**src/rtl/core/nslc_pkg.sv**
```systemverilog
package nslc_pkg;

  localparam int COORD_W = 11;
  localparam int CLS_W   = 3;
  localparam int RAD_W   = 13;
  localparam int SQ_W    = 2 * COORD_W;
  localparam int DIST_W  = SQ_W + 1;
  localparam int RSQ_W   = 2 * RAD_W;
  // L = 64*b + r*r - 64*a stays below 2^30 whenever b > a
  localparam int LEN_W   = 30;
  localparam int LSQ_W   = 2 * LEN_W;
  localparam int RSQB_W  = RSQ_W + DIST_W;

  // tag that travels with each site read out of the table
  typedef struct packed {
    logic vld;
    logic first;
    logic last;
  } rd_tag_t;

  // result of one walk over the site table
  typedef struct packed {
    logic               done;
    logic               have_b;
    logic [DIST_W-1:0]  dist_a;
    logic [DIST_W-1:0]  dist_b;
    logic [CLS_W-1:0]   best_cls;
  } scan_res_t;

endpackage

```
**src/rtl/core/nearest_site_label_check.sv**
```systemverilog
// Nearest-site label check.
// Input channel: an item is taken on a rising edge with start high and busy
// low. in_mode 0 writes one site (x, y, class) into the table slot
// in_site_index; slots at or above NUM_SITES are ignored and busy stays
// low. in_mode 1 tests one sample against the table.
// A sample reads the table one site per cycle through the single read port,
// so busy stays high after acceptance through the NUM_SITES reads, the read
// register, squares, minimum update and the bound arithmetic. A new item
// can follow once busy falls after a sample; a site load leaves busy low,
// so a new item can follow it in the next cycle.
// Result channel: on a sample with in_last_sample set, out_strobe is high
// for one cycle as busy falls, with out_all_match = AND of the test outcome
// of every sample since the previous result. The flag re-arms to one then.
// The receiver cannot stall; every result is taken in its strobe cycle.
// cfg_relaxed_enable selects the radius-tolerant test; write it while idle.
// Reset clears control state and the mode register and sets the pass flag;
// table contents are undefined until loaded.
module nearest_site_label_check #(
  parameter int NUM_SITES = 10
) (
  input  logic                         clk,
  input  logic                         rst_n,
  input  logic                         start,
  output logic                         busy,
  input  logic                         in_mode,
  input  logic [3:0]                   in_site_index,
  input  logic [nslc_pkg::COORD_W-1:0] in_pos_x,
  input  logic [nslc_pkg::COORD_W-1:0] in_pos_y,
  input  logic [nslc_pkg::CLS_W-1:0]   in_class_label,
  input  logic [nslc_pkg::RAD_W-1:0]   in_radius_q4,
  input  logic                         in_last_sample,
  output logic                         out_strobe,
  output logic                         out_all_match,
  input  logic                         cfg_valid,
  output logic                         cfg_ready,
  input  logic                         cfg_relaxed_enable
);

  localparam int AW      = $clog2(NUM_SITES);
  localparam int ENTRY_W = 2 * nslc_pkg::COORD_W + nslc_pkg::CLS_W;

  typedef enum logic [2:0] {
    ST_IDLE = 3'b001,
    ST_WALK = 3'b010,
    ST_WAIT = 3'b100
  } state_t;

  state_t                       state_r, state_nxt;
  logic [AW-1:0]                rd_cnt_r, rd_cnt_nxt;
  logic                         relaxed_r;
  logic                         pass_r, pass_nxt;
  logic                         strobe_r, strobe_nxt;
  logic                         match_r, match_nxt;

  logic [nslc_pkg::COORD_W-1:0] smp_x_r, smp_y_r;
  logic [nslc_pkg::CLS_W-1:0]   smp_label_r;
  logic [nslc_pkg::RAD_W-1:0]   smp_r_r;
  logic                         smp_last_r;

  logic                         accept, wr_en, rd_en, last_rd, pass_now;
  logic [ENTRY_W-1:0]           rd_data;
  nslc_pkg::rd_tag_t            tag_r, tag_nxt;
  nslc_pkg::scan_res_t          scan_res;
  logic                         ok_vld, ok;

  assign accept  = start & ~busy;
  assign wr_en   = accept & ~in_mode & ({1'b0, in_site_index} < 5'(NUM_SITES));
  assign rd_en   = (state_r == ST_WALK);
  assign last_rd = (rd_cnt_r == AW'(NUM_SITES - 1));

  nslc_ram #(
    .WIDTH(ENTRY_W),
    .DEPTH(NUM_SITES)
  ) u_site_ram (
    .clk   (clk),
    .we    (wr_en),
    .waddr (in_site_index[AW-1:0]),
    .wdata ({in_pos_x, in_pos_y, in_class_label}),
    .re    (rd_en),
    .raddr (rd_cnt_r),
    .rdata (rd_data)
  );

  always_comb begin
    tag_nxt.vld   = rd_en;
    tag_nxt.first = rd_en & (rd_cnt_r == '0);
    tag_nxt.last  = rd_en & last_rd;
  end

  nslc_scan u_scan (
    .clk       (clk),
    .rst_n     (rst_n),
    .tag       (tag_r),
    .site_x    (rd_data[ENTRY_W-1 -: nslc_pkg::COORD_W]),
    .site_y    (rd_data[nslc_pkg::CLS_W +: nslc_pkg::COORD_W]),
    .site_cls  (rd_data[nslc_pkg::CLS_W-1:0]),
    .smp_x     (smp_x_r),
    .smp_y     (smp_y_r),
    .smp_label (smp_label_r),
    .res       (scan_res)
  );

  nslc_judge u_judge (
    .clk       (clk),
    .rst_n     (rst_n),
    .res       (scan_res),
    .relaxed   (relaxed_r),
    .smp_label (smp_label_r),
    .smp_r     (smp_r_r),
    .ok_vld    (ok_vld),
    .ok        (ok)
  );

  assign pass_now = pass_r & ok;

  always_comb begin
    state_nxt  = state_r;
    rd_cnt_nxt = rd_cnt_r;
    pass_nxt   = pass_r;
    strobe_nxt = 1'b0;
    match_nxt  = match_r;
    unique case (state_r)
      ST_IDLE: begin
        if (accept && in_mode) begin
          state_nxt  = ST_WALK;
          rd_cnt_nxt = '0;
        end
      end
      ST_WALK: begin
        rd_cnt_nxt = rd_cnt_r + AW'(1);
        if (last_rd) begin
          state_nxt = ST_WAIT;
        end
      end
      ST_WAIT: begin
        if (ok_vld) begin
          state_nxt = ST_IDLE;
          if (smp_last_r) begin
            strobe_nxt = 1'b1;
            match_nxt  = pass_now;
            pass_nxt   = 1'b1;
          end else begin
            pass_nxt = pass_now;
          end
        end
      end
      default: state_nxt = ST_IDLE;
    endcase
  end

  always_ff @(posedge clk) begin
    if (!rst_n) begin
      state_r   <= ST_IDLE;
      rd_cnt_r  <= '0;
      pass_r    <= 1'b1;
      strobe_r  <= 1'b0;
      match_r   <= 1'b0;
      relaxed_r <= 1'b0;
      tag_r     <= '0;
    end else begin
      state_r  <= state_nxt;
      rd_cnt_r <= rd_cnt_nxt;
      pass_r   <= pass_nxt;
      strobe_r <= strobe_nxt;
      match_r  <= match_nxt;
      tag_r    <= tag_nxt;
      if (cfg_valid && cfg_ready) begin
        relaxed_r <= cfg_relaxed_enable;
      end
    end
  end

  // hold the sample for the whole walk
  always_ff @(posedge clk) begin
    if (accept && in_mode) begin
      smp_x_r     <= in_pos_x;
      smp_y_r     <= in_pos_y;
      smp_label_r <= in_class_label;
      smp_r_r     <= in_radius_q4;
      smp_last_r  <= in_last_sample;
    end
  end

  assign busy          = (state_r != ST_IDLE);
  assign cfg_ready     = 1'b1;
  assign out_strobe    = strobe_r;
  assign out_all_match = match_r;

endmodule

```
**src/rtl/core/nslc_ram.sv**
```systemverilog
module nslc_ram #(
  parameter int WIDTH = 25,
  parameter int DEPTH = 10
) (
  input  logic                     clk,
  input  logic                     we,
  input  logic [$clog2(DEPTH)-1:0] waddr,
  input  logic [WIDTH-1:0]         wdata,
  input  logic                     re,
  input  logic [$clog2(DEPTH)-1:0] raddr,
  output logic [WIDTH-1:0]         rdata
);

  logic [WIDTH-1:0] mem [DEPTH];
  logic [WIDTH-1:0] rdata_r;

  always_ff @(posedge clk) begin
    if (we) begin
      mem[waddr] <= wdata;
    end
    if (re) begin
      rdata_r <= mem[raddr];
    end
  end

  assign rdata = rdata_r;

endmodule

```
**src/rtl/core/nslc_scan.sv**
```systemverilog
module nslc_scan (
  input  logic                         clk,
  input  logic                         rst_n,
  input  nslc_pkg::rd_tag_t            tag,
  input  logic [nslc_pkg::COORD_W-1:0] site_x,
  input  logic [nslc_pkg::COORD_W-1:0] site_y,
  input  logic [nslc_pkg::CLS_W-1:0]   site_cls,
  input  logic [nslc_pkg::COORD_W-1:0] smp_x,
  input  logic [nslc_pkg::COORD_W-1:0] smp_y,
  input  logic [nslc_pkg::CLS_W-1:0]   smp_label,
  output nslc_pkg::scan_res_t          res
);

  logic [nslc_pkg::COORD_W-1:0] dx, dy;
  logic [nslc_pkg::SQ_W-1:0]    sqx_r, sqy_r;
  logic [nslc_pkg::CLS_W-1:0]   cls_r;
  nslc_pkg::rd_tag_t            tag_r;

  logic [nslc_pkg::DIST_W-1:0]  dist_sum;
  logic                         have_b_eff;
  logic [nslc_pkg::DIST_W-1:0]  dist_a_r, dist_b_r;
  logic [nslc_pkg::CLS_W-1:0]   best_cls_r;
  logic                         have_b_r, done_r;

  assign dx = (site_x > smp_x) ? site_x - smp_x : smp_x - site_x;
  assign dy = (site_y > smp_y) ? site_y - smp_y : smp_y - site_y;

  // stage A: squares
  always_ff @(posedge clk) begin
    if (!rst_n) begin
      tag_r <= '0;
    end else begin
      tag_r <= tag;
    end
    sqx_r <= dx * dx;
    sqy_r <= dy * dy;
    cls_r <= site_cls;
  end

  assign dist_sum   = {1'b0, sqx_r} + {1'b0, sqy_r};
  assign have_b_eff = tag_r.first ? 1'b0 : have_b_r;

  // stage B: running minimum overall and over the sample's label
  always_ff @(posedge clk) begin
    if (!rst_n) begin
      done_r   <= 1'b0;
      have_b_r <= 1'b0;
    end else begin
      done_r <= tag_r.vld & tag_r.last;
      if (tag_r.vld) begin
        if (tag_r.first || dist_sum < dist_a_r) begin
          dist_a_r   <= dist_sum;
          best_cls_r <= cls_r;
        end
        if (cls_r == smp_label && (!have_b_eff || dist_sum < dist_b_r)) begin
          dist_b_r <= dist_sum;
          have_b_r <= 1'b1;
        end else begin
          have_b_r <= have_b_eff;
        end
      end
    end
  end

  assign res.done     = done_r;
  assign res.have_b   = have_b_r;
  assign res.dist_a   = dist_a_r;
  assign res.dist_b   = dist_b_r;
  assign res.best_cls = best_cls_r;

endmodule

```
**src/rtl/core/nslc_judge.sv**
```systemverilog
module nslc_judge (
  input  logic                        clk,
  input  logic                        rst_n,
  input  nslc_pkg::scan_res_t         res,
  input  logic                        relaxed,
  input  logic [nslc_pkg::CLS_W-1:0]  smp_label,
  input  logic [nslc_pkg::RAD_W-1:0]  smp_r,
  output logic                        ok_vld,
  output logic                        ok
);

  logic [nslc_pkg::RSQ_W-1:0]  rsq_r;
  logic [nslc_pkg::LEN_W:0]    len_full;

  logic                        v1_r, v2_r, v3_r;
  logic                        exact1_r, hb1_r, easy1_r;
  logic [nslc_pkg::LEN_W-1:0]  len1_r;
  logic [nslc_pkg::DIST_W-1:0] b1_r;

  logic                        exact2_r, hb2_r, easy2_r;
  logic [nslc_pkg::LSQ_W-1:0]  lsq2_r;
  logic [nslc_pkg::RSQB_W-1:0] rsqb2_r;

  logic                        ok3_r;
  logic                        far_ok;

  // r is held for the whole sample, so the square is ready before the walk ends
  always_ff @(posedge clk) begin
    rsq_r <= smp_r * smp_r;
  end

  assign len_full = (nslc_pkg::LEN_W+1)'({res.dist_b, 6'b0})
                  + (nslc_pkg::LEN_W+1)'(rsq_r)
                  - (nslc_pkg::LEN_W+1)'({res.dist_a, 6'b0});

  always_ff @(posedge clk) begin
    if (!rst_n) begin
      v1_r <= 1'b0;
      v2_r <= 1'b0;
      v3_r <= 1'b0;
    end else begin
      v1_r <= res.done;
      v2_r <= v1_r;
      v3_r <= v2_r;
    end
    // stage 1: cheap outcomes and the bound length
    exact1_r <= (res.best_cls == smp_label);
    hb1_r    <= res.have_b;
    easy1_r  <= (res.dist_b <= res.dist_a) ||
                ((nslc_pkg::RSQ_W+6)'({res.dist_b, 6'b0}) <= (nslc_pkg::RSQ_W+6)'(rsq_r));
    len1_r   <= len_full[nslc_pkg::LEN_W-1:0];
    b1_r     <= res.dist_b;
    // stage 2: products
    exact2_r <= exact1_r;
    hb2_r    <= hb1_r;
    easy2_r  <= easy1_r;
    lsq2_r   <= len1_r * len1_r;
    rsqb2_r  <= rsq_r * b1_r;
    // stage 3: squared-bound compare
    ok3_r    <= relaxed ? (hb2_r & (easy2_r | far_ok)) : exact2_r;
  end

  assign far_ok = lsq2_r <= nslc_pkg::LSQ_W'({rsqb2_r, 8'b0});

  assign ok_vld = v3_r;
  assign ok     = ok3_r;

endmodule

```
**config.mk**
```make
export PLATFORM = sky130hd
export DESIGN_NAME = nearest_site_label_check
export DESIGN_NICKNAME = d
export VERILOG_FILES = /design/src/rtl/core/nslc_pkg.sv /design/src/rtl/core/nearest_site_label_check.sv /design/src/rtl/core/nslc_ram.sv /design/src/rtl/core/nslc_scan.sv /design/src/rtl/core/nslc_judge.sv
export SDC_FILE = /design/constraint.sdc
export NUM_CORES = 2
export LEC_CHECK = 0
export ABC_AREA = 1
export BUFFER_PORTS_ARGS = -buffer_cell sky130_fd_sc_hd__buf_2
export CAP_MARGIN = 20
export CELL_PAD_IN_SITES_DETAIL_PLACEMENT = 1
export CELL_PAD_IN_SITES_GLOBAL_PLACEMENT = 1
export CORE_MARGIN = 1.5
export CORE_UTILIZATION = 51
export CTS_BUF_LIST = sky130_fd_sc_hd__clkbuf_16
export DETAILED_ROUTE_END_ITERATION = 8
export PLACE_DENSITY_LB_ADDON = 0.2
export SYNTH_ARGS = -nofsm -noshare
export SYNTH_HDL_FRONTEND = slang
export SYNTH_HIERARCHICAL = 1
export SYNTH_SLANG_ARGS = --single-unit
```
**constraint.sdc**
```tcl
create_clock -name clk -period 8.13 [get_ports clk]
set_input_delay 0 -clock clk [delete_from_list [all_inputs] [get_ports clk]]
set_output_delay 0 -clock clk [all_outputs]
set_load 0.02 [all_outputs]
```
==> Word level (Yosys, flattened, before mapping) <==
Memories as Yosys holds them, arrays and structs flattened. A register that Yosys moved wholly into a read port is not among the register bits.
Index checks and enable logic that the tools add are counted.
{ "classes": {"addsub": 8, "mul": 5, "n_lt_le_gt_ge": 8, "n_eq_ne": 10, "n_mux": 15, "n_bitwise": 11, "n_reduce_logical": 15} }
{ "op_table": {"columns": ["cell", "n"], "rows": [
  ["<= comparator 60 x 57 -> 1 bit", 1],
  ["multiplier 30 x 30 -> 60 bit", 1],
  ["multiplier 26 x 23 -> 49 bit", 1],
  ["less-than comparator 23 bit", 2],
  ["multiplier 11 x 11 -> 22 bit", 2],
  ["subtractor 11 bit", 4],
  ["adder 29 x 26 -> 30 bit", 1],
  ["subtractor 30 x 29 -> 30 bit", 1],
  ["<= comparator 29 x 26 -> 1 bit", 1],
  ["multiplier 13 x 13 -> 26 bit", 1],
  ["adder 22 x 22 -> 23 bit", 1],
  ["<= comparator 23 bit", 1],
  ["greater-than comparator 11 bit", 2],
  ["2-to-1 mux 11 bit", 2],
  ["AND reduction 3 bit", 5],
  ["2-to-1 mux 3 bit", 3],
  ["case mux 3 bit (3 select lines)", 1],
  ["bitwise AND 1 bit", 8],
  ["case mux 4 bit (2 select lines)", 1],
  ["2-to-1 mux 1 bit", 7],
  ["equality test 3 bit", 2],
  ["adder 4 x 1 -> 4 bit (second input constant)", 1],
  ["equality test 4 bit (second input constant)", 1],
  ["zero test 4 bit", 1],
  ["15 further kinds", 21]
]} }
{ "totals": {"ff_bits": 352, "ramBits": 250, "inputBits": 49, "out_inout_bits": 4, "word_cells": 113, "n_memories": 1} }
{ "mem_list": {"columns": ["memory", "depth", "word_bits", "read_ports", "rd_ports_with_merged_regs", "write_ports", "line", "source"], "rows": [
  ["u_site_ram.mem", 10, 25, 1, 1, 1, "nslc_ram.sv:14", "logic [WIDTH-1:0] mem [DEPTH];"]
]} }

==> Longest topological paths before layout <==
{ "depth": {"ltp_word": 7, "ltp_mapped": 41, "depth_no_buf": 39} }

==> Hierarchy <==
The synthesis kept the hierarchy.
{ "by_module_without_submodules": {"columns": ["module", "instances", "cells_per_inst", "area_per_inst_um2", "seq_area_each_um2"], "rows": [
  ["nslc_judge", 1, 7646, 60463.0, 3903.7],
  ["nslc_scan", 1, 1851, 14217.4, 2472.4],
  ["nslc_ram", 1, 998, 11282.1, 8257.9],
  ["nearest_site_label_check", 1, 125, 1830.5, 1451.4]
]} }

==> Least setup slack after synthesis <==
OpenSTA, ideal clock, no wires.
{ "synth_timing": {"kind": "register to register", "start": "reg u_judge/len1_r[18] (netlist name)", "end": "reg u_judge/lsq2_r[34] (netlist name)", "setup_ps": 120, "arrival_ps": 6344, "required_ps": 8010, "path_slack_ps": 1666, "path_stages_with_launch": 26, "n_path_buf": 2, "period_less_slack_ps": 6464, "path_cell_list": "dfxtp_1 clkbuf_1 clkbuf_1 nand2_1 fa_1 inv_1 fa_1 fa_1 inv_1 fa_1 inv_1 fa_1 fa_1 fa_1 inv_1 fa_1 inv_1 ha_1 nand2_2 inv_1 a21oi_2 a21boi_2 nand3_2 nand2_1 nand2_1 xor2_1"} }
{ "synth_via": {"elab_chain_cells": 1} }
{ "synth_lines": {"columns": ["element", "line", "source"], "rows": [
  ["from (decl)", "nslc_judge.sv:17", "logic [nslc_pkg::LEN_W-1:0] len1_r;"],
  ["from (signal assigned)", "nslc_judge.sv:51", "len1_r <= len_full[nslc_pkg::LEN_W-1:0];"],
  ["multiplier 30 x 30 -> 60 bit", "nslc_judge.sv:57", "lsq2_r <= len1_r * len1_r;"],
  ["to (signal assigned)", "nslc_judge.sv:57", null],
  ["to (decl)", "nslc_judge.sv:21", "logic [nslc_pkg::LSQ_W-1:0] lsq2_r;"]
]} }
Every way passes these cells.
A chain may end at the register's enable or synchronous reset.

==> Final worst setup path <==
{ "layout_timing": {"start": "reg u_judge/len1_r[8] (netlist name)", "end": "reg u_judge/lsq2_r[57] (netlist name)"} }
Same word-level chain as after synthesis.

==> qor.tcl <==
set qor(outcome) {complete, no violations}
set qor(ff2ff_path_depth) 26
set qor(grt_overflow_total) 0
set qor(clock_insertion_delay_at_the_later_pin_of_the_skew_report_ns) 0.72
set qor(fmax_mhz) 132
set qor(grt_usage_pct) 31.9
set qor(timing.final.crit_share_pct) 93.4
set qor(arrival_ns) 8.15
set qor(fin_worst_skew_ns) 0.0601
set qor(worstSetupStartpointType) {flip-flop}
set qor(post-route-drc-count) 0
set qor(top_signal_layer_used) {met4}
set qor(ys.warnings.count) 6
set qor(core_area_sq_um) 171000
set qor(post_cts_resize_count) 0
set qor(worstHoldPathCells) 3
set qor(timing.hold.worst.class) {input port to flip-flop}
set qor(dieWidth_um) 418
set qor(buffer_ports.inserted) 51
set qor(max-clock-path-buffers) 3
set qor(maximum_number_of_pins_on_one_net_before_global_route_repair) 78
set qor(grt_antenna_before_repair) 5
set qor(die_height_um) 418
set qor(period_minus_slack_ns) 7.59
set qor(report.final.setup_viol) 0
set qor(setup.worst_path.end_class) {flip-flop}
set qor(worst_hold_slack_ns) 0.00750
set qor(m1WireLength_mm) 108
set qor(drt_first_pass_iters) 5
set qor(worst-setup-path-type) {flip-flop to flip-flop}
set qor(boundaryPins) 53
set qor(synthCells) 10600
set qor(avgSynthCellArea_sq_um) 8.27
set qor(synthesis.area_sq_um) 87800
set qor(fillerInstances) 20600
set qor(final_nets) 13000
set qor(clkSinkCount) 622
set qor(worst-slew-pin-transition_ns) 1.14
set qor(worst_ep_required_time_ns) 8.69
set qor(detail_route.vias_per_cell) 5.24
set qor(rsz_0062_raised_after_global_routing) {no}
set qor(drive_gt1_share_pct) 4.72
set qor(root_buffer) {clkbuf_16}
set qor(timing.critical_path.fanout_max) 20
set qor(drt_iter0_markers) 3696
set qor(postSynthRegisterBits) 622
set qor(slew_headroom_pct) 23.6
set qor(global_placement_routability_congestion) 0.944
set qor(ys_types) 58
set qor(htree_num_levels) 3
set qor(placement_rows) 152
set qor(setup-tns-final_ns) 0
set qor(yosysSeqAreaShare_pct) 18.3
set qor(ant_nets) 0
set qor(finalMaxSlewViolations) 0
set qor(first_global_vias) 78500
set qor(final_core_util_pct) 54.9
set qor(postSynth.topFlopCell) {edfxtp_1}
set qor(areaGrowthSynthToFinish_pct) 7.17
set qor(clk_pin_slew_worst_paths_ns) 0.06
set qor(detailed_place_hpwl_mm) 222
set qor(synth_edf_count) 363
set qor(initial_utilization_pct) 51.2
set qor(final-seq-area_sq_um) 16100
set qor(cts_tree) {yes}
set qor(postSynth.asyncResetShare_pct) 0
set qor(detail_route.wl_per_cell_um) 20.7
set qor(num_vias) 68400
set qor(rrSetupSlack_ns) 0.54
set qor(cts-buffers-inserted) 75
set qor(final-hold-violation-count) 0
set qor(drv.max_cap_violation_count) 0
set qor(met3WireLength_mm) 10.7
set qor(met2RoutedLength_mm) 139
set qor(fp.dieArea_sq_um) 175000
set qor(global_route_wire_length_before_repair_mm) 432
set qor(multiInputGateArea_sq_um) 59500
set qor(drt_wl_total_mm) 270
-- registers in the layout, summed over array words and instances (netlist names), 4 cells and up --
register,flops
rd_cnt_r,4
smp_r_r,13
smp_x_r,11
smp_y_r,11
u_judge/b1_r,23
u_judge/len1_r,29
u_judge/lsq2_r,59
u_judge/rsq_r,25
u_judge/rsqb2_r,49
u_scan/dist_a_r,23
u_scan/dist_b_r,23
u_scan/sqx_r,21
u_scan/sqy_r,21
u_site_ram/mem,250
u_site_ram/rdata,25
-- path summary, 6_finish.rpt --
check,endpoint,startpoint
worst max-delay path,u_judge/lsq2_r[57]$_DFF_P_,u_judge/len1_r[8]$_DFF_P_
worst min-delay path,smp_last_r$_DFFE_PP_,in_mode
worst max register to register,u_judge/lsq2_r[57]$_DFF_P_,u_judge/len1_r[8]$_DFF_P_
worst min register to register,u_judge/exact2_r$_DFF_P_,u_judge/exact1_r$_DFF_P_
-- stage by stage --
| step | setup WS, ns | instance area, sq um | instances |
|---|---|---|---|
| after floorplan | 1.67 | 87900 | 10700 |
| after CTS | 0.620 | 94000 | 13000 |
| after detailed placement | 0.667 | 90900 | 12900 |
| final | 0.539 | 94100 | 13000 |
| after global placement | 0.787 | 90900 | 12900 |
| after global routing | 0.274 | 94100 | 13000 |
-- area by class of cell --
class | count | share of cell area (%)
inverter | 2955 | 11.8
clock buffer | 76 | 2.02
sequential | 622 | 17.1
timing repair buffer | 239 | 2.06
multi-input combinational | 6781 | 63.3
antenna | 3 | 0.00798
clock inverter | 61 | 0.689
tap | 2310 | 3.07
-- placed cells by master (no fill, tap or decap), types with 12 or more instances in the layout --
| cell type | instances |
|---|---|
| a21o_1 | 27 |
| a21oi_1 | 320 |
| buf_2 | 51 |
| buf_4 | 129 |
| clkbuf_16 | 76 |
| clkinv_1 | 13 |
| conb_1 | 34 |
| dfxtp_1 | 257 |
| dlygate4sd3_1 | 49 |
| edfxtp_1 | 363 |
| fa_1 | 1403 |
| ha_1 | 869 |
| inv_1 | 2937 |
| inv_2 | 36 |
| nand2_1 | 2499 |
| nand2_2 | 47 |
| nand3_1 | 382 |
| nand4_1 | 81 |
| nor2_1 | 446 |
| nor2_2 | 51 |
| nor3_1 | 34 |
| o21a_1 | 13 |
| o21ai_0 | 173 |
| o21bai_1 | 35 |
| or2_2 | 12 |
| xnor2_1 | 68 |
| xor2_1 | 145 |
-- critical path, cell delays in order (launching register included) --
cell and delay [ns]:
dfxtp_1 0.76, buf_4 0.46, nand2_1 0.16, fa_1 0.57, inv_1 0.06, fa_1 0.56, inv_1 0.08, fa_1 0.47
fa_1 0.58, inv_1 0.06, fa_1 0.55, fa_1 0.43, fa_1 0.51, inv_1 0.06, fa_1 0.48, inv_1 0.05
ha_1 0.37, nand2_1 0.16, inv_1 0.05, a21oi_1 0.27, nand2_1 0.21, inv_1 0.10, nand3_2 0.16, nand2_1 0.14
nand3_1 0.07, nand2_1 0.06, nand2_1 0.04
-- routing by layer --
metal  global-route usage, %  vias up
met4                    13.7        0
li1                        -    31400
met3                    3.11      513
met1                    38.5    35000
met5                       0        -
met2                    57.6     1462
-- logic make-up (layout without fill, tap and decap cells) --
logic type	after synthesis	count (layout)	synth area share [%]
buf+inv	3248	3331	14.1
simple gates	3622	3622	17.0
other cells	3	37	0.0128
flops	622	622	18.3
compound gates	639	639	4.06
mux	1	1	0.0128
fa+ha+maj	2272	2272	44.4
xor+xnor	213	213	2.12
-- synth_stat cells, types with 4 or more instances --
| cell type | number | area share (%) |
|---|---|---|
| a211oi_1 | 4 | 0.034 |
| a21boi_0 | 8 | 0.068 |
| a21o_1 | 27 | 0.23 |
| a21oi_1 | 322 | 1.8 |
| a31oi_1 | 11 | 0.078 |
| and2_1 | 7 | 0.050 |
| buf_1 | 41 | 0.18 |
| buf_2 | 25 | 0.14 |
| buf_4 | 13 | 0.11 |
| buf_6 | 8 | 0.10 |
| clkbuf_1 | 205 | 0.88 |
| dfxtp_1 | 259 | 5.9 |
| edfxtp_1 | 363 | 12 |
| fa_1 | 1403 | 32 |
| ha_1 | 869 | 12 |
| inv_1 | 2920 | 12 |
| inv_2 | 32 | 0.14 |
| nand2_1 | 2499 | 11 |
| nand2_2 | 47 | 0.33 |
| nand2_4 | 11 | 0.14 |
| nand3_1 | 382 | 2.2 |
| nand3_2 | 10 | 0.11 |
| nand3b_1 | 9 | 0.077 |
| nand4_1 | 81 | 0.58 |
| nor2_1 | 456 | 1.9 |
| nor2_2 | 41 | 0.29 |
| nor2_4 | 7 | 0.090 |
| nor3_1 | 34 | 0.19 |
| nor3_2 | 5 | 0.057 |
| nor4_1 | 11 | 0.078 |
| o211ai_1 | 8 | 0.068 |
| o21a_1 | 13 | 0.11 |
| o21ai_0 | 173 | 0.99 |
| o21ai_1 | 11 | 0.063 |
| o21ai_2 | 11 | 0.11 |
| o21bai_1 | 35 | 0.30 |
| or2_2 | 12 | 0.086 |
| xnor2_1 | 68 | 0.68 |
| xor2_1 | 145 | 1.4 |
-- what timing repair did --
action,4_1_cts,5_1_grt
setup buffers,0,0
hold endpoints to repair,326,0
hold buffers,49,0
Power is not shown: default switching activity piles up to over one toggle a cycle in this logic, so the estimate is an artifact.
